`src/rtl/bbse_pkg.sv`:
```
`default_nettype none
// ----------------------------------------------------------------------------
// bbse_pkg
// Shared constants and helpers for the bicubic Bezier surface evaluator.
// ----------------------------------------------------------------------------
package bbse_pkg;

    localparam int MAX_POINTS_DEF  = 1024;
    localparam int MAX_PATCHES_DEF = 8;
    localparam int COORD_BITS_DEF  = 32;

    localparam int PW      = 17;           // Q1.16 weight width, 65536 is 1.0
    localparam logic [PW-1:0] ONE_Q16 = 17'h10000;

    // operation codes
    localparam logic FUNC_WRITE = 1'b0;
    localparam logic FUNC_EVAL  = 1'b1;

    // register indexes
    localparam logic [1:0] REG_PATCHES_ACROSS = 2'd0;
    localparam logic [1:0] REG_PATCHES_DOWN   = 2'd1;
    localparam logic [1:0] REG_WRAP_ACROSS    = 2'd2;
    localparam logic [1:0] REG_WRAP_DOWN      = 2'd3;

    // one de casteljau step pair: a*w + b*t rounded to q1.16
    function automatic logic [PW-1:0] lerp_q16(input logic [PW-1:0] a,
                                               input logic [PW-1:0] b,
                                               input logic [PW-1:0] w,
                                               input logic [PW-1:0] t);
        logic [35:0] s;
        begin
            s = {19'd0, a} * {19'd0, w} + {19'd0, b} * {19'd0, t} + 36'd32768;
            lerp_q16 = s[32:16];
        end
    endfunction

endpackage
`default_nettype wire

```
`src/rtl/bbse_weights.sv`:
```
`default_nettype none
// ----------------------------------------------------------------------------
// bbse_weights
// Cubic Bernstein weights by de Casteljau recurrence, one level per cycle.
// ----------------------------------------------------------------------------
module bbse_weights
(
    input  wire logic                      clk,
    input  wire logic                      rst_n,
    input  wire logic                      go,
    input  wire logic [bbse_pkg::PW-1:0]   t,
    output logic                           done,
    output logic [bbse_pkg::PW-1:0]        b0,
    output logic [bbse_pkg::PW-1:0]        b1,
    output logic [bbse_pkg::PW-1:0]        b2,
    output logic [bbse_pkg::PW-1:0]        b3
);

    logic [1:0]                 lvl_reg;
    logic [1:0]                 lvl_next;
    logic                       run_reg;
    logic                       run_next;
    logic [bbse_pkg::PW-1:0]    t_reg;
    logic [bbse_pkg::PW-1:0]    w;

    assign w = bbse_pkg::ONE_Q16 - t_reg;

    // level counter
    always_comb
    begin
        run_next = run_reg;
        lvl_next = lvl_reg;
        if (go)
        begin
            run_next = 1'b1;
            lvl_next = 2'd0;
        end
        else if (run_reg)
        begin
            lvl_next = lvl_reg + 2'd1;
            if (lvl_reg == 2'd2)
                run_next = 1'b0;
        end
    end

    always_ff @(posedge clk or negedge rst_n)
    begin
        if (!rst_n)
        begin
            run_reg <= 1'b0;
            lvl_reg <= 2'd0;
        end
        else
        begin
            run_reg <= run_next;
            lvl_reg <= lvl_next;
        end
    end

    assign done = run_reg && (lvl_reg == 2'd2);

    // weight registers, updated in place per level
    always_ff @(posedge clk)
    begin
        if (go)
        begin
            t_reg <= t;
            b0 <= bbse_pkg::ONE_Q16;
            b1 <= '0;
            b2 <= '0;
            b3 <= '0;
        end
        else if (run_reg)
        begin
            b3 <= bbse_pkg::lerp_q16(b3, b2, w, t_reg);
            b2 <= bbse_pkg::lerp_q16(b2, b1, w, t_reg);
            b1 <= bbse_pkg::lerp_q16(b1, b0, w, t_reg);
            b0 <= bbse_pkg::lerp_q16(b0, '0, w, t_reg);
        end
    end

endmodule
`default_nettype wire

```
`config.mk`:
```
export PLATFORM = sky130hd
export DESIGN_NAME = bbse_weights
export DESIGN_NICKNAME = d
export VERILOG_FILES = /design/src/rtl/bbse_pkg.sv /design/src/rtl/bbse_weights.sv
export SDC_FILE = /design/constraint.sdc
export NUM_CORES = 2
export LEC_CHECK = 0
export ABC_AREA = 0
export CAP_MARGIN = 10
export CORE_MARGIN = 2
export CORE_UTILIZATION = 40
export CTS_BUF_LIST = sky130_fd_sc_hd__clkbuf_8
export CTS_CLUSTER_SIZE = 28
export DETAILED_ROUTE_END_ITERATION = 7
export DONT_BUFFER_PORTS = 1
export SETUP_SLACK_MARGIN = 0.02
export SLEW_MARGIN = 25
export SYNTH_ARGS = -nofsm -noshare
export SYNTH_HDL_FRONTEND = slang
export SYNTH_SLANG_ARGS = --single-unit
```
`constraint.sdc`:
```
create_clock -name clk -period 9.5 [get_ports clk]
set_input_delay 0 -clock clk [delete_from_list [all_inputs] [get_ports clk]]
set_output_delay 0 -clock clk [all_outputs]
set_load 0.05 [all_outputs]
```
# [Yosys cells after proc, flatten, opt, wreduce, memory -nomap -nowiden]
# Index checks and enable logic that the tools add are counted.
[totals] register_bits=88 in_bits=20 out_inout_bits=69 word_cells=31
[op_classes] add_sub_neg=9 multipliers=7 eq_ne=1 muxes=5 reduce_logical=2
[ops] operator="multiplier 17 x 17 -> 33 bit" n=7
[ops] operator="adder 33 x 16 -> 33 bit (second input constant)" n=4
[ops] operator="adder 33 bit" n=3
[ops] operator="subtractor 17 bit (first input constant)" n=1
[ops] operator="two-way mux 2 bit" n=2
[ops] operator="two-way mux 1 bit" n=3
[ops] operator="adder 2 x 1 -> 2 bit (second input constant)" n=1
[ops] operator="equality test 2 bit (second input constant)" n=1
[ops] operator="nonzero test 2 bit" n=1
[ops] operator="logical AND 1 bit" n=1

# [Longest topological paths before layout]
[logic_depth] word_depth=4 ltp_mapped=39 depth_no_buf=35

# [Worst setup path before layout]
# No wires, ideal clock.
[synth_timing] path_kind="reg-to-reg" from="reg t_reg[0] (netlist name)" to="reg b3[14] (netlist name)" setup_time_ns=0.118 t_arrival_ns=9.512 t_required_ns=9.382 setup_slack_ns=-0.130 path_stages_with_launch=40 path_buffers=4 period_less_slack_ns=9.630 path_cell_list="edfxtp_1 > clkbuf_1 > clkbuf_1 > inv_1 > ha_1 > nand2_2 > or3_4 > or3_4 > or4_4 > nor4_1 > xnor2_1 > clkbuf_1 > buf_2 > nand2_1 > fa_1 > inv_1 > fa_1 > inv_1 > [... 4 more ...] > fa_1 > inv_1 > fa_1 > fa_1 > inv_1 > fa_1 > inv_1 > ha_1 > o21ai_0 > nand2_1 > nand4_1 > o221ai_1 > a21oi_1 > o21ai_1 > a221oi_1 > a211o_1 > mux2i_1 > nand2_1"
[synth_between] elab_chain_cells=4 elab_cells_between_ends=5 classes_between="3 x add/sub; 2 x mul"
[synth_rtl] item="start: declaration" line="bbse_weights.sv:23" text="logic [bbse_pkg::PW-1:0] t_reg;"
[synth_rtl] item="start signal: assignment" line="bbse_weights.sv:67" text="t_reg <= t;"
[synth_rtl] item="subtractor 17 bit" line="bbse_weights.sv:26" text="assign w = bbse_pkg::ONE_Q16 - t_reg;"
[synth_rtl] item="multiplier 17 x 17 -> 33 bit" line="bbse_pkg.sv:32" text="s = {19'd0, a} * {19'd0, w} + {19'd0, b} * {19'd0, t} + 36'd32768;"
[synth_rtl] item="adder 33 bit *" line="bbse_pkg.sv:32"
[synth_rtl] item="adder 33 x 16 -> 33 bit *" line="bbse_pkg.sv:32"
[synth_rtl] item="end signal: assignment" line="bbse_weights.sv:75" text="b3 <= bbse_pkg::lerp_q16(b3, b2, w, t_reg);"
[synth_rtl] item="end: declaration" line="bbse_weights.sv:16" text="output logic [bbse_pkg::PW-1:0] b3"
# Every way passes the cells marked *; elsewhere a longest branch is shown, timed or not.
# A chain may end at the register's enable or synchronous reset.

# [Final worst setup path]
[layout_timing] from="reg t_reg[0] (netlist name)" to="reg b2[16] (netlist name)"
[layout_between] elab_chain_cells=4 elab_cells_between_ends=5 classes_between="3 x add/sub; 2 x mul"
[layout_rtl] item="subtractor 17 bit" line="bbse_weights.sv:26"
[layout_rtl] item="multiplier 17 x 17 -> 33 bit" line="bbse_pkg.sv:32"
[layout_rtl] item="adder 33 bit *" line="bbse_pkg.sv:32"
[layout_rtl] item="adder 33 x 16 -> 33 bit *" line="bbse_pkg.sv:32"
[layout_rtl] item="end signal: assignment" line="bbse_weights.sv:76" text="b2 <= bbse_pkg::lerp_q16(b2, b1, w, t_reg);"
[layout_rtl] item="end: declaration" line="bbse_weights.sv:15" text="output logic [bbse_pkg::PW-1:0] b2,"
# Marks and branches as above.

==> results.toml <==
[worst_setup_path]
r2r_start = "t_reg[0]$_DFFE_PP_"
required_ns = 9.91
slowest_delay_ns = 0.55
start_kind = "flip-flop"
crit_path_end_kind = "flip-flop"
crit_arrival_ns = 9.67
cpMaxStageDelayCell = "or4_4"
crit_path_start = "t_reg[0]$_DFFE_PP_"
cp_max_fo = 8
path_class = "reg -> reg"
path_common_cell = "fa_1"

[sta]
hold_viol = 0
max_slew.worst_pin.slew_ns = 1.06
fin_worst_skew_ns = 0.0243
relSlewSlack = 0.290
period_needed_ns = 9.26
fmax_mhz = 108
layout_setup_ws_ns = 0.242
setup_viol = 0
rsz0062_at_grt = "true"
post-route-period-util = 0.975
slew_violations = 0

[grt]
grt_first_pass_wirelength_um = 303000
use_met2 = 0.398
use_met3 = 0.0296
grt_pass1_vias = 54000
grt_use_total = 0.222
grt_max_degree = 64
grt.overflow.total = 0
grt_antenna_before_repair = 10
grt_use_met1 = 0.277
top_usage_layer = "met2"

[floorplanning]
top_level_ports = 89
start_util = 0.403
core.rowCount = 152
die_y_um = 419
die_x_um = 419
coreArea_um2 = 172000
die_area_um2 = 176000

[finish]
drive_gt1_frac = 0.0521
final_net_count = 9909
final_common_cell = "inv_1"
layout_common_cells = "inv_1 (2,048), fa_1 (1,740), and2_1 (1,106)"
fillCellCount = 16900
areaGrowthSynthToFinish_pct = 6.56

[synth]
synthFlopType = "dfxtp_1"
syn_nets = 10000
syn_area_per_cell_um2 = 9.14
async_reset_ff_frac = 0.0341
ys_warn_count = 0
synth_area_um2 = 69100
yosys.cell_types.count = 66
synth-edff-count = 17
synthCells = 7551
ys_seq_elements = 88
seq_area_frac_synth = 0.0282

[hold_path]
hp-start = "t[12]"
hold_class = "in -> reg"

[placed_design]
io_buffers = 0
hpwl_um = 151000
gp_congestion = 0.873
dp_slack_ns = -0.106

[clock_tree]
cts_buffers = 9
clk_pin_slew_ns = 0.12
cts_num_sinks = 88
clockBufferDepth = 2
clock_latency_ns = 0.56
h-tree-depth = 3
clockRootBuffer = "clkbuf_8"
tritoncts = "built"

[detailed_routing]
dr.first_iter.drc_count = 2416
detail_route.first_pass.iterations = 5
via_per_inst = 4.92
wirelength_um = 188000
wl_per_cell_um = 19.2
drcViolationCount = 0
num_vias = 48000
postRouteAntennaNets = 0

[run_status]
outcome = "finished clean"

[run]
max-cap-violations = 0
[through the flow]
step	TNS (ns)	util	area [um2]	instances	hold WS [ns]
floorplan	0	-	69100	7551	-0.296
global placement	0	0.422	72400	9672	-0.295
detailed placement	-0.261	0.422	72400	9672	-0.296
CTS	0	0.425	72900	9709	0.0155
global route	-0.278	0.429	73600	9741	0.0458
finish	0	0.429	73600	9746	0.0647
[cells in the mapped netlist, drive strengths merged, types with 9 or more instances]
cell       n  area share
nand2    913       0.050
a211oi    16      0.0017
nand2b     9     0.00082
inv     2050        0.11
and2    1107        0.10
xor2      35      0.0045
edfxtp    17      0.0074
a21oi     55      0.0040
clkbuf   366       0.020
xnor2     80       0.010
fa      1741        0.50
buf       36      0.0024
a21o      28      0.0030
nor3      17      0.0014
nand3     11     0.00080
o21ai     50      0.0036
a31oi      9     0.00082
nor2      74      0.0041
dfxtp     68       0.020
nand4     11      0.0010
and3       9     0.00082
ha       726        0.13
nor2b      9     0.00082
mux2i     34      0.0049
[logic make-up after synthesis]
family          share of synthesized area
compound gates                     0.0198
flops                              0.0282
fa+ha+maj                           0.636
xor+xnor                           0.0147
simple gates                        0.162
mux                               0.00542
buf+inv                             0.134
[path summary, 6_finish.rpt]
kind	endpoint	slack, ns	cells after the start
worst max-delay path	b2[16]$_SDFFE_PP0P_	0.24	36
worst min-delay path	t_reg[12]$_DFFE_PP_	0.06	1
worst max register to register	b2[16]$_SDFFE_PP0P_	0.24	36
worst min register to register	b1[0]$_SDFFE_PP0P_	0.51	2
max in group asynchronous	run_reg$_DFF_PN0_	9.13	2
min in group asynchronous	run_reg$_DFF_PN0_	0.21	2
[repair_timing]
action                                 in CTS  in global routing
setup buffers                               0                 25
endpoints found under the hold margin      88                  0
setup endpoints to repair                  10                 35
cloned                                      0                  3
pin swaps                                   0                 24
gates resized for setup                     5                 75
hold buffers                               21                  0
[final cells by class]
class	count	area, um2	share of cell area
Multi-Input combinational cell	5011	58400	0.794
Inverter	2050	7690	0.105
Tap cell	2310	2890	0.0393
Timing Repair Buffer	262	2290	0.0312
Sequential cell	88	2010	0.0274
Clock buffer	9	124	0.00168
Clock inverter	7	100	0.00136
Antenna cell	9	22.5	0.000306
[routing by layer]
metal | wire length, um | share of wire | vias up
met5 | 60 | 0.00032 | -
met3 | 10100 | 0.054 | 285
met2 | 95800 | 0.51 | 1201
met1 | 75600 | 0.40 | 25300
met4 | 6010 | 0.032 | 8
li1 | - | - | 21200
[worst max-delay path, delay by kind of cell (launching register included)]
| family | cells | cell delay (ns) |
|---|---|---|
| adder cells (fa/ha/maj) | 10 | 4.43 |
| AND/OR/NAND/NOR | 6 | 1.60 |
| buffers and inverters | 11 | 1.07 |
| AO/OA/AOI/OAI | 6 | 0.87 |
| flip-flops | 1 | 0.45 |
| XOR/XNOR | 2 | 0.43 |
| multiplexers | 1 | 0.21 |
Power is left out: the tool's default activity adds up to more than one toggle a clock period on the data nets, which glitch-free logic cannot reach.
